## config.mk

```make
export PLATFORM = sky130hd
export DESIGN_NAME = loconet_link_transceiver_unit
export DESIGN_NICKNAME = d
export VERILOG_FILES = /design/src/design/llt_pkg.sv /design/src/design/llt_cfg.sv /design/src/design/llt_queue.sv /design/src/design/llt_core.sv /design/src/design/loconet_link_transceiver_unit.sv
export VERILOG_INCLUDE_DIRS = /design/src /design/src/design
export SDC_FILE = /design/constraint.sdc
export NUM_CORES = 1
export LEC_CHECK = 0
export BUFFER_PORTS_ARGS = -buffer_cell sky130_fd_sc_hd__buf_4
export CAP_MARGIN = 0
export CORE_AREA = 2 2 277 279
export CTS_BUF_LIST = sky130_fd_sc_hd__clkbuf_16
export CTS_CLUSTER_DIAMETER = 100
export CTS_CLUSTER_SIZE = 14
export DETAILED_ROUTE_END_ITERATION = 8
export DIE_AREA = 0 0 279 281
export PLACE_DENSITY_LB_ADDON = 0.25
export SYNTH_ARGS = -nofsm -noshare
export SYNTH_HDL_FRONTEND = slang
export SYNTH_SLANG_ARGS = --single-unit
```

## constraint.sdc

```tcl
create_clock -name clk -period 13.5 [get_ports clk]
set_input_delay 2.7 -clock clk [delete_from_list [all_inputs] [get_ports clk]]
set_output_delay 2.7 -clock clk [all_outputs]
set_load 0.05 [all_outputs]
```

## src/design/loconet_link_transceiver_unit_macros.svh

```systemverilog
// Assertion macros for the LocoNet link transceiver.
`ifndef LOCONET_LINK_TRANSCEIVER_UNIT_MACROS_SVH
`define LOCONET_LINK_TRANSCEIVER_UNIT_MACROS_SVH

// Implication checked on every rising edge outside reset.
`define LLT_ASSERT_IMP(label, ante, cons, msg) \
    label: assert property (@(posedge clk) disable iff (!rst_n) (ante) |-> (cons)) \
        else $error(msg);

// Plain condition checked on every rising edge outside reset.
`define LLT_ASSERT_ALWAYS(label, cond, msg) \
    label: assert property (@(posedge clk) disable iff (!rst_n) (cond)) else $error(msg);

`endif

```

## src/design/llt_pkg.sv

```systemverilog
// Shared types and constants for the LocoNet link transceiver.
package llt_pkg;

    localparam int QUEUE_DEPTH = 128;
    localparam int QA_W        = $clog2(QUEUE_DEPTH);
    localparam int QF_W        = $clog2(QUEUE_DEPTH + 1);

    localparam int PADDR_W = 4;
    localparam int PDATA_W = 32;

    localparam logic [7:0] STOP_TICK = 8'd9;
    localparam logic [7:0] TICK_MAX  = 8'hFF;

    localparam logic [7:0] BREAK_RESET   = 8'd15;
    localparam logic [7:0] CARRIER_RESET = 8'd20;
    localparam logic [7:0] BACKOFF_RESET = 8'd40;

    typedef enum logic [1:0] {
        KIND_TICK  = 2'd0,
        KIND_START = 2'd1,
        KIND_PUSH  = 2'd2,
        KIND_SEND  = 2'd3
    } kind_t;

    typedef enum logic [2:0] {
        MODE_IDLE    = 3'd0,
        MODE_RX      = 3'd1,
        MODE_TX      = 3'd2,
        MODE_COLL    = 3'd3,
        MODE_BACKOFF = 3'd4
    } mode_t;

    typedef enum logic [2:0] {
        SEND_STARTED  = 3'd0,
        SEND_CARRIER  = 3'd1,
        SEND_PRIORITY = 3'd2,
        SEND_BUSY     = 3'd3,
        SEND_EMPTY    = 3'd4
    } status_t;

    typedef enum logic [1:0] {
        REG_BREAK   = 2'd0,
        REG_CARRIER = 2'd1,
        REG_BACKOFF = 2'd2
    } reg_idx_t;

    typedef struct packed {
        kind_t      kind;
        logic       line_level;
        logic [7:0] tx_byte;
        logic [7:0] prio_delay;
    } item_t;

    typedef struct packed {
        logic       line_drive;
        logic [7:0] rx_byte;
        logic       rx_valid;
        logic       framing_error;
        logic       collision;
        logic       tx_done;
        status_t    send_status;
        mode_t      link_state;
    } result_t;

    typedef struct packed {
        logic [7:0] break_ticks;
        logic [7:0] carrier_ticks;
        logic [7:0] backoff_limit;
    } cfg_t;

    typedef struct packed {
        logic       push;
        logic       pop;
        logic       flush;
        logic [7:0] data;
    } q_ctrl_t;

    typedef struct packed {
        logic [QF_W-1:0] fill;
        logic [7:0]      head_byte;
    } q_stat_t;

endpackage

```

## src/design/llt_cfg.sv

```systemverilog
// APB register block holding the link timing settings.
module llt_cfg (
    input  logic                         clk,
    input  logic                         rst_n,
    input  logic                         psel,
    input  logic                         penable,
    input  logic                         pwrite,
    input  logic [llt_pkg::PADDR_W-1:0]  paddr,
    input  logic [llt_pkg::PDATA_W-1:0]  pwdata,
    output logic [llt_pkg::PDATA_W-1:0]  prdata,
    output logic                         pready,
    output llt_pkg::cfg_t                cfg
);

    llt_pkg::cfg_t    cfg_reg;
    llt_pkg::cfg_t    cfg_next;
    llt_pkg::reg_idx_t idx;
    logic             wr_en;
    logic [7:0]       rd_val;

    assign pready = 1'b1;
    assign idx    = llt_pkg::reg_idx_t'(paddr[3:2]);
    assign wr_en  = psel && penable && pwrite;

    always_comb
    begin
        cfg_next = cfg_reg;
        if (wr_en)
        begin
            case (idx)
                llt_pkg::REG_BREAK:   cfg_next.break_ticks   = pwdata[7:0];
                llt_pkg::REG_CARRIER: cfg_next.carrier_ticks = pwdata[7:0];
                llt_pkg::REG_BACKOFF: cfg_next.backoff_limit = pwdata[7:0];
                default: ;
            endcase
        end
    end

    always_comb
    begin
        case (idx)
            llt_pkg::REG_BREAK:   rd_val = cfg_reg.break_ticks;
            llt_pkg::REG_CARRIER: rd_val = cfg_reg.carrier_ticks;
            llt_pkg::REG_BACKOFF: rd_val = cfg_reg.backoff_limit;
            default:              rd_val = 8'd0;
        endcase
    end

    assign prdata = {{(llt_pkg::PDATA_W-8){1'b0}}, rd_val};
    assign cfg    = cfg_reg;

    always_ff @(posedge clk or negedge rst_n)
    begin
        if (!rst_n)
        begin
            cfg_reg.break_ticks   <= llt_pkg::BREAK_RESET;
            cfg_reg.carrier_ticks <= llt_pkg::CARRIER_RESET;
            cfg_reg.backoff_limit <= llt_pkg::BACKOFF_RESET;
        end
        else
        begin
            cfg_reg <= cfg_next;
        end
    end

endmodule

```

## src/design/llt_queue.sv

```systemverilog
// Circular transmit byte queue with registered head read and write bypass.
module llt_queue (
    input  logic             clk,
    input  logic             rst_n,
    input  llt_pkg::q_ctrl_t ctrl,
    output llt_pkg::q_stat_t stat
);

    localparam int SUM_W = llt_pkg::QF_W + 1;

    logic [7:0]              mem [llt_pkg::QUEUE_DEPTH];
    logic [llt_pkg::QA_W-1:0] head_reg, head_next, head_inc;
    logic [llt_pkg::QF_W-1:0] fill_reg, fill_next;
    logic [SUM_W-1:0]         wr_sum, wr_wrap;
    logic [llt_pkg::QA_W-1:0] wr_addr;
    logic                     wr_en;
    logic [7:0]               rd_q_reg;
    logic                     byp_reg;
    logic [7:0]               byp_data_reg;

    assign head_inc = (head_reg == llt_pkg::QA_W'(llt_pkg::QUEUE_DEPTH - 1)) ?
                      '0 : head_reg + 1'b1;

    assign wr_sum  = SUM_W'(head_reg) + SUM_W'(fill_reg);
    assign wr_wrap = (wr_sum >= SUM_W'(llt_pkg::QUEUE_DEPTH)) ?
                     wr_sum - SUM_W'(llt_pkg::QUEUE_DEPTH) : wr_sum;
    assign wr_addr = wr_wrap[llt_pkg::QA_W-1:0];
    assign wr_en   = ctrl.push && (fill_reg < llt_pkg::QF_W'(llt_pkg::QUEUE_DEPTH));

    always_comb
    begin
        head_next = head_reg;
        fill_next = fill_reg;
        if (ctrl.flush)
        begin
            fill_next = '0;
        end
        else if (ctrl.pop)
        begin
            head_next = head_inc;
            fill_next = fill_reg - 1'b1;
        end
        else if (wr_en)
        begin
            fill_next = fill_reg + 1'b1;
        end
    end

    always_ff @(posedge clk or negedge rst_n)
    begin
        if (!rst_n)
        begin
            head_reg <= '0;
            fill_reg <= '0;
        end
        else
        begin
            head_reg <= head_next;
            fill_reg <= fill_next;
        end
    end

    always_ff @(posedge clk)
    begin
        if (wr_en)
        begin
            mem[wr_addr] <= ctrl.data;
        end
    end

    // head is read every cycle; a write to the entry being read is forwarded
    always_ff @(posedge clk)
    begin
        rd_q_reg     <= mem[head_next];
        byp_data_reg <= ctrl.data;
    end

    always_ff @(posedge clk or negedge rst_n)
    begin
        if (!rst_n)
        begin
            byp_reg <= 1'b0;
        end
        else
        begin
            byp_reg <= wr_en && (wr_addr == head_next);
        end
    end

    assign stat.fill      = fill_reg;
    assign stat.head_byte = byp_reg ? byp_data_reg : rd_q_reg;

endmodule

```

## src/design/llt_core.sv

```systemverilog
// Link state machine: receive, transmit, collision break and backoff.
module llt_core (
    input  logic             clk,
    input  logic             rst_n,
    input  logic             go,
    input  llt_pkg::item_t   item,
    input  llt_pkg::cfg_t    cfg,
    input  llt_pkg::q_stat_t q_stat,
    output llt_pkg::q_ctrl_t q_ctrl,
    output llt_pkg::result_t res
);

    llt_pkg::mode_t   mode_reg, mode_next;
    logic [7:0]       tick_reg, tick_next;
    logic [7:0]       rx_shift_reg, rx_shift_next;
    logic [7:0]       tx_shift_reg, tx_shift_next;
    logic             drive_reg, drive_next;
    logic             sdet_reg, sdet_next;
    logic             ev_rxv, ev_ferr, ev_coll, ev_done;
    llt_pkg::status_t ev_status;

    always_comb
    begin
        llt_pkg::mode_t mode_s;
        mode_s        = mode_reg;
        mode_next     = mode_reg;
        tick_next     = tick_reg;
        rx_shift_next = rx_shift_reg;
        tx_shift_next = tx_shift_reg;
        drive_next    = drive_reg;
        sdet_next     = sdet_reg;
        ev_rxv        = 1'b0;
        ev_ferr       = 1'b0;
        ev_coll       = 1'b0;
        ev_done       = 1'b0;
        ev_status     = llt_pkg::SEND_STARTED;
        q_ctrl        = '0;
        q_ctrl.data   = item.tx_byte;
        if (go)
        begin
            case (item.kind)
                llt_pkg::KIND_TICK:
                begin
                    if (mode_reg != llt_pkg::MODE_IDLE)
                    begin
                        if (tick_reg != llt_pkg::TICK_MAX)
                        begin
                            tick_next = tick_reg + 8'd1;
                        end
                        case (mode_reg)
                            llt_pkg::MODE_RX:
                            begin
                                if (tick_next < llt_pkg::STOP_TICK)
                                begin
                                    rx_shift_next = {item.line_level, rx_shift_reg[7:1]};
                                end
                                else
                                begin
                                    ev_ferr   = !item.line_level;
                                    ev_rxv    = item.line_level;
                                    tick_next = 8'd0;
                                    mode_next = llt_pkg::MODE_BACKOFF;
                                end
                            end
                            llt_pkg::MODE_TX:
                            begin
                                if (item.line_level != drive_reg)
                                begin
                                    tick_next    = 8'd0;
                                    mode_next    = llt_pkg::MODE_COLL;
                                    q_ctrl.flush = 1'b1;
                                end
                                else if (tick_next < llt_pkg::STOP_TICK)
                                begin
                                    drive_next    = tx_shift_reg[0];
                                    tx_shift_next = {1'b0, tx_shift_reg[7:1]};
                                end
                                else if (tick_next == llt_pkg::STOP_TICK)
                                begin
                                    drive_next = 1'b1;
                                end
                                else if (q_stat.fill != '0)
                                begin
                                    tx_shift_next = q_stat.head_byte;
                                    q_ctrl.pop    = 1'b1;
                                    tick_next     = 8'd0;
                                    drive_next    = 1'b0;
                                end
                                else
                                begin
                                    ev_done   = 1'b1;
                                    tick_next = 8'd0;
                                    mode_next = llt_pkg::MODE_BACKOFF;
                                end
                            end
                            default: ;
                        endcase
                        if (mode_next == llt_pkg::MODE_COLL)
                        begin
                            if (tick_next == 8'd0)
                            begin
                                drive_next = 1'b0;
                            end
                            else if (tick_next >= cfg.break_ticks)
                            begin
                                drive_next = 1'b1;
                                tick_next  = 8'd0;
                                mode_next  = llt_pkg::MODE_BACKOFF;
                                ev_coll    = 1'b1;
                            end
                        end
                        if (mode_next == llt_pkg::MODE_BACKOFF)
                        begin
                            if (tick_next == 8'd0)
                            begin
                                sdet_next = 1'b1;
                            end
                            else if (tick_next >= cfg.backoff_limit)
                            begin
                                mode_next = llt_pkg::MODE_IDLE;
                            end
                        end
                    end
                end
                llt_pkg::KIND_START:
                begin
                    if (sdet_reg && (mode_reg == llt_pkg::MODE_IDLE ||
                                     mode_reg == llt_pkg::MODE_BACKOFF))
                    begin
                        sdet_next     = 1'b0;
                        mode_next     = llt_pkg::MODE_RX;
                        tick_next     = 8'd0;
                        rx_shift_next = 8'd0;
                    end
                end
                llt_pkg::KIND_PUSH:
                begin
                    q_ctrl.push = 1'b1;
                end
                llt_pkg::KIND_SEND:
                begin
                    if (q_stat.fill == '0)
                    begin
                        ev_status = llt_pkg::SEND_EMPTY;
                    end
                    else
                    begin
                        if (mode_reg == llt_pkg::MODE_BACKOFF && tick_reg >= item.prio_delay)
                        begin
                            mode_s = llt_pkg::MODE_IDLE;
                        end
                        if (mode_s == llt_pkg::MODE_BACKOFF)
                        begin
                            ev_status = (tick_reg < cfg.carrier_ticks) ?
                                        llt_pkg::SEND_CARRIER : llt_pkg::SEND_PRIORITY;
                        end
                        else if (mode_s != llt_pkg::MODE_IDLE)
                        begin
                            ev_status = llt_pkg::SEND_BUSY;
                        end
                        else
                        begin
                            tx_shift_next = q_stat.head_byte;
                            q_ctrl.pop    = 1'b1;
                            sdet_next     = 1'b0;
                            drive_next    = 1'b0;
                            tick_next     = 8'd0;
                            mode_next     = llt_pkg::MODE_TX;
                        end
                    end
                end
                default: ;
            endcase
        end
    end

    always_comb
    begin
        res.line_drive    = drive_next;
        res.rx_byte       = ev_rxv ? rx_shift_reg : 8'd0;
        res.rx_valid      = ev_rxv;
        res.framing_error = ev_ferr;
        res.collision     = ev_coll;
        res.tx_done       = ev_done;
        res.send_status   = ev_status;
        res.link_state    = mode_next;
    end

    always_ff @(posedge clk or negedge rst_n)
    begin
        if (!rst_n)
        begin
            mode_reg     <= llt_pkg::MODE_IDLE;
            tick_reg     <= 8'd0;
            rx_shift_reg <= 8'd0;
            tx_shift_reg <= 8'd0;
            drive_reg    <= 1'b1;
            sdet_reg     <= 1'b1;
        end
        else
        begin
            mode_reg     <= mode_next;
            tick_reg     <= tick_next;
            rx_shift_reg <= rx_shift_next;
            tx_shift_reg <= tx_shift_next;
            drive_reg    <= drive_next;
            sdet_reg     <= sdet_next;
        end
    end

endmodule

```

## src/design/loconet_link_transceiver_unit.sv

```systemverilog
// Top level of the LocoNet link transceiver: input and result registers around the core.
// Each item passes the input register and then the result register, which can stall, before its result is valid.
// Throughput: one item per cycle while results are taken; the state update and queue head read close in the same cycle.
// The queue head is read from a registered memory port every cycle, with write forwarding.
// Reset: asynchronous, active low; link idle, line released, queue empty, registers to defaults.
// Queue contents are not cleared; only written entries are ever read, so no clearing pass.
`include "loconet_link_transceiver_unit_macros.svh"

module loconet_link_transceiver_unit (
    input  logic                         clk,
    input  logic                         rst_n,
    input  logic                         item_valid,
    output logic                         item_ready,
    input  llt_pkg::item_t               item,
    output logic                         result_valid,
    input  logic                         result_ready,
    output llt_pkg::result_t             result,
    input  logic                         psel,
    input  logic                         penable,
    input  logic                         pwrite,
    input  logic [llt_pkg::PADDR_W-1:0]  paddr,
    input  logic [llt_pkg::PDATA_W-1:0]  pwdata,
    output logic [llt_pkg::PDATA_W-1:0]  prdata,
    output logic                         pready
);

    llt_pkg::item_t   item_reg;
    logic             item_vld_reg, item_vld_next;
    llt_pkg::result_t result_reg;
    logic             result_vld_reg, result_vld_next;
    llt_pkg::result_t core_res;
    llt_pkg::cfg_t    cfg;
    llt_pkg::q_ctrl_t q_ctrl;
    llt_pkg::q_stat_t q_stat;
    logic             advance;

    assign advance    = item_vld_reg && (!result_vld_reg || result_ready);
    assign item_ready = !item_vld_reg || advance;

    assign item_vld_next   = (item_valid && item_ready) ? 1'b1 :
                             (advance ? 1'b0 : item_vld_reg);
    assign result_vld_next = advance ? 1'b1 : (result_ready ? 1'b0 : result_vld_reg);

    always_ff @(posedge clk or negedge rst_n)
    begin
        if (!rst_n)
        begin
            item_vld_reg   <= 1'b0;
            result_vld_reg <= 1'b0;
        end
        else
        begin
            item_vld_reg   <= item_vld_next;
            result_vld_reg <= result_vld_next;
        end
    end

    always_ff @(posedge clk)
    begin
        if (item_valid && item_ready)
        begin
            item_reg <= item;
        end
        if (advance)
        begin
            result_reg <= core_res;
        end
    end

    llt_cfg u_cfg (
        .clk     (clk),
        .rst_n   (rst_n),
        .psel    (psel),
        .penable (penable),
        .pwrite  (pwrite),
        .paddr   (paddr),
        .pwdata  (pwdata),
        .prdata  (prdata),
        .pready  (pready),
        .cfg     (cfg)
    );

    llt_queue u_queue (
        .clk   (clk),
        .rst_n (rst_n),
        .ctrl  (q_ctrl),
        .stat  (q_stat)
    );

    llt_core u_core (
        .clk    (clk),
        .rst_n  (rst_n),
        .go     (advance),
        .item   (item_reg),
        .cfg    (cfg),
        .q_stat (q_stat),
        .q_ctrl (q_ctrl),
        .res    (core_res)
    );

    assign result_valid = result_vld_reg;
    assign result       = result_reg;

    `LLT_ASSERT_IMP(a_ready_when_free, !result_valid, item_ready, "input stalled with result register free")
    `LLT_ASSERT_ALWAYS(a_fill_bound, q_stat.fill <= llt_pkg::QF_W'(llt_pkg::QUEUE_DEPTH), "queue fill beyond depth")
    `LLT_ASSERT_IMP(a_rx_to_backoff, result_valid && result.rx_valid, !result.framing_error && result.link_state == llt_pkg::MODE_BACKOFF, "received byte without entering backoff")
    `LLT_ASSERT_IMP(a_coll_release, result_valid && result.collision, result.line_drive && result.link_state == llt_pkg::MODE_BACKOFF, "collision break end without line release")

endmodule
```

==> flow_metrics.py <==
metrics = {
    "setup_path": {
        "timing.critical_path.slowest_stage_cell": "sky130_fd_sc_hd__mux2i_4",
        "worst_ep_required_time_ps": 14040,
        "timing_worst_setup_path_type": "input port to flop",
        "crit_path_max_incr_delay_ps": 830,
        "timing.critical_path.arrival_ps": 8520,
        "crit_path_max_fanout": 126,
        "critical_path.n_buffers_inverters": 5,
        "cpLargestDelayFamily": "buffers and inverters",
        "startpoint_type": "input port",
        "worst-r2r-setup-slack_ps": 6280,
        "path_cells": "buf_4 -> nor2b_1 -> nor3_1 -> nand4_1 -> o21ai_4 -> mux2i_4 -> buf_4 -> inv_8 -> buf_12 -> buf_4 -> mux2i_1 -> o22ai_1 -> nor4_1 -> a21oi_1 -> a21oi_1 -> a21oi_1",
        "setup.worst_path.end_class": "flop",
    },
    "global_route": {
        "largest_net_degree_at_the_start_of_global_routing": 205,
        "first_global_vias": 29303,
        "grt_usage_pct": 28.81,
        "initial_antenna_violation_count": 0,
        "grt_first_pass_wirelength_um": 170500,
        "grt_overflow": 0,
    },
    "logic_synthesis": {
        "synth_enable_flop_cells": 1062,
        "synth.avg_cell_area_um2": 13.39,
        "post_synth_num_cell_types": 74,
        "synth-async-reset-ratio_pct": 6.179,
        "synthDominantCellAreaShare_pct": 66.64,
        "seq_area_frac_synth_pct": 71.05,
        "yosys_warnings": 0,
        "cell_taking_the_most_area_after_synthesis": "sky130_fd_sc_hd__edfxtp_1",
        "top_area_cells_in_the_synthesized_netlist": "sky130_fd_sc_hd__edfxtp_1 (67%), sky130_fd_sc_hd__nand2_1 (5.7%), sky130_fd_sc_hd__mux2i_1 (4.8%)",
        "combined_area_of_all_synthesized_cells_mm2": 0.04785,
        "synthFlopType": "sky130_fd_sc_hd__edfxtp_1",
        "syn_inst": 3575,
        "yosys_register_bits": 1149,
    },
    "final_layout": {
        "drive_above_1_share_pct": 7.707,
        "largest_register_ffs": 1024,
        "final_nets": 3692,
        "postLayoutCellArea_mm2": 0.05169,
        "final.fill_count": 4988,
        "area_growth_syn_to_layout_pct": 8.014,
    },
    "clock_tree": {
        "post_cts.resized_instances": 0,
        "cts_buffers": 92,
        "cts.path.max_buffers": 3,
        "worstSkewPairLatency_ps": 660,
        "clk_root_buffer_cell": "sky130_fd_sc_hd__clkbuf_16",
        "worst_setup_hold_path_clk_slew_ps": 70,
        "post_cts.repair.setup_buffers": 0,
        "htree_levels": 3,
        "cts.sinks": 1149,
        "ctsHoldBuffers": 0,
        "tritoncts_clock_tree": "done",
    },
    "floorplan": {
        "number_of_placement_rows": 101,
        "core_region_area_mm2": 0.07544,
        "design.die.area_mm2": 0.07840,
        "die_height_um": 281,
        "die_w_um": 279,
        "pin_count": 116,
        "floorplan.initialDensity_pct": 63.43,
    },
    "routing": {
        "drt.antenna.violating_nets": 0,
        "totalWireLength_um": 112800,
        "detail_route.wl_per_cell_um": 24.45,
        "drt_drc_violations_left": 0,
        "drtIter0Drc": 3759,
        "avgViaCountPerCell": 6.412,
        "via_count": 29574,
        "drt_pre_antenna_iters": 6,
    },
    "pwr": {
        "p_sw_share_pct": 31.32,
        "pwr-share-clk_pct": 28.4,
        "worst_ir_drop_vdd_mv": 0.1713,
        "comb_power_share_pct": 24.2,
        "power_frac_seq_pct": 47.4,
        "p_leak_nw": 17.88,
        "netSwitchingPower_mw": 2.686,
        "cellPowerDensity_mw_per_mm2": 166.0,
        "internal_power_mw": 5.892,
    },
    "timing": {
        "fmaxAchievable_ghz": 0.1253,
        "setup_repair_after_global_routing_missed_its_margin": "no",
        "max_slew_margin_pct": 9.380,
        "final-hold-violation-count": 0,
        "drv_slew": 0,
        "report.final.setup_viol": 0,
        "post-route-period-util_pct": 59.12,
        "finalWorstPathRequiredPeriod_ps": 7981,
        "final.setup_skew_ps": 27.45,
        "setup_tns_ps": 0,
        "worst_slew_pin_slew_ps": 1347,
    },
    "outcome": {
        "run_status": "completed",
    },
    "place": {
        "globalplace.congestion": 0.8992,
        "post_dp_area_mm2": 0.04908,
        "dpl.hpwl_um": 66780,
        "count_of_buffers_inserted_at_the_top_level_ports": 64,
    },
    "worst_hold_path": {
        "hold_path.class": "flop to flop",
    },
    "flow_run": {
        "number_of_max_cap_violations": 0,
    },
}
-- cell families after synthesis --
| logic type | share of synthesized area (%) |
|---|---|
| AO/OA/AOI/OAI | 6.330 |
| XOR/XNOR | 0.5622 |
| adder cells (fa/ha/maj) | 1.365 |
| buffers and inverters | 2.683 |
| flip-flops | 71.05 |
| multiplexers | 5.875 |
| other | 0.01569 |
| AND/OR/NAND/NOR | 12.12 |
-- final timing paths --
check                                       start  cells past startpoint                     end
setup / recovery                     result_ready                     16     u_queue.rd_q_reg[7]
hold / removal             u_core.tx_shift_reg[0]                      2  u_core.tx_shift_reg[0]
setup reg to reg               u_core.tick_reg[0]                     18     u_queue.rd_q_reg[7]
hold reg to reg            u_core.tx_shift_reg[0]                      2  u_core.tx_shift_reg[0]
max in group asynchronous                   rst_n                      1  u_core.tx_shift_reg[3]
min in group asynchronous                   rst_n                      1           u_cfg.cfg[13]
-- stage by stage --
stage	hold WS [ps]	std cells	power, mW	worst slack, ps	utilization [%]
after floorplan	441.8	3598	5.611	6470	-
after global placement	462.2	4463	6.099	5323	65.05
after detailed placement	468.7	4463	6.170	5183	65.05
after CTS	483.5	4611	8.569	5776	68.51
after global routing	513.4	4611	8.892	5335	68.51
final	483.5	4612	8.578	5519	68.51
-- tightest hold or removal path, stage by stage (launching register included) --
cell and delay [ps]:
sky130_fd_sc_hd__dfrtp_1 350, sky130_fd_sc_hd__nand2_1 50, sky130_fd_sc_hd__o21ai_0 60
-- synth_stat cells (all sizes together), types with 5 or more instances --
cell type / count
a211oi: 14
a21o: 21
a21oi: 170
a311o: 6
a311oi: 32
a31oi: 44
a32o: 6
and2: 16
and3: 26
buf: 140
clkbuf: 84
dfrtp: 61
dfstp: 10
dfxtp: 16
edfxtp: 1062
ha: 49
inv: 62
mux2: 11
mux2i: 230
mux4: 16
nand2: 724
nand2b: 25
nand3: 214
nand4: 21
nor2: 189
nor2b: 10
nor3: 41
nor4: 42
o21ai: 62
o221ai: 49
o22ai: 21
o31a: 6
o31ai: 5
or2: 5
or3: 7
xnor2: 23
xor2: 6
-- power by group through the flow --
| stage | clock network [mW] | registers [mW] | logic [mW] |
|---|---|---|---|
| final | 2.44 | 4.07 | 2.07 |
| after detailed placement | 0 | 4.14 | 2.03 |
| after CTS | 2.46 | 4.06 | 2.04 |
| after global placement | 0 | 4.14 | 1.96 |
| after global routing | 2.59 | 4.07 | 2.23 |
| after floorplan | 0 | 4.16 | 1.45 |
-- area by class of cell --
type,instances,area (µm²),area share (%)
Antenna cell,1,2.502,0.004841
Clock buffer,94,2352,4.551
Clock inverter,54,254.0,0.4914
Inverter,62,250.2,0.4841
Multi-Input combinational cell,2163,12750,24.66
Sequential cell,1149,34000,65.78
Tap cell,978,1224,2.367
Timing Repair Buffer,111,858.3,1.661
-- per-layer routing --
layer / vias to the layer above / share of wire [%] / GRT usage, %
met1: 14542 / 39 / 38.63
met2: 1556 / 48 / 47.33
met4: 0 / 4.4 / 12.59
met5: - / 0 / 0
met3: 300 / 8.8 / 4.514
li1: 13176 / - / -
-- layout by cell type (no fill, tap or decap), types with 11 or more instances in the layout --
| cell | n |
|---|---|
| sky130_fd_sc_hd__dfxtp_1 | 16 |
| sky130_fd_sc_hd__ha_1 | 49 |
| sky130_fd_sc_hd__a211oi_1 | 14 |
| sky130_fd_sc_hd__mux4_2 | 16 |
| sky130_fd_sc_hd__a311oi_1 | 32 |
| sky130_fd_sc_hd__dfrtp_1 | 61 |
| sky130_fd_sc_hd__nor2_1 | 188 |
| sky130_fd_sc_hd__o21ai_0 | 60 |
| sky130_fd_sc_hd__mux2_2 | 11 |
| sky130_fd_sc_hd__o22ai_1 | 20 |
| sky130_fd_sc_hd__a21oi_1 | 168 |
| sky130_fd_sc_hd__nand4_1 | 20 |
| sky130_fd_sc_hd__a31oi_1 | 40 |
| sky130_fd_sc_hd__nand2_1 | 724 |
| sky130_fd_sc_hd__mux2i_1 | 228 |
| sky130_fd_sc_hd__inv_1 | 105 |
| sky130_fd_sc_hd__nor3_1 | 41 |
| sky130_fd_sc_hd__edfxtp_1 | 1062 |
| sky130_fd_sc_hd__a21o_1 | 21 |
| sky130_fd_sc_hd__buf_4 | 109 |
| sky130_fd_sc_hd__nand2b_1 | 25 |
| sky130_fd_sc_hd__nand3_1 | 210 |
| sky130_fd_sc_hd__conb_1 | 25 |
| sky130_fd_sc_hd__xnor2_1 | 20 |
| sky130_fd_sc_hd__nor4_1 | 41 |
| sky130_fd_sc_hd__and2_1 | 15 |
| sky130_fd_sc_hd__clkbuf_16 | 94 |
| sky130_fd_sc_hd__o221ai_1 | 49 |
| sky130_fd_sc_hd__and3_1 | 26 |
No activity file was read; power rests on OpenSTA's default activity.
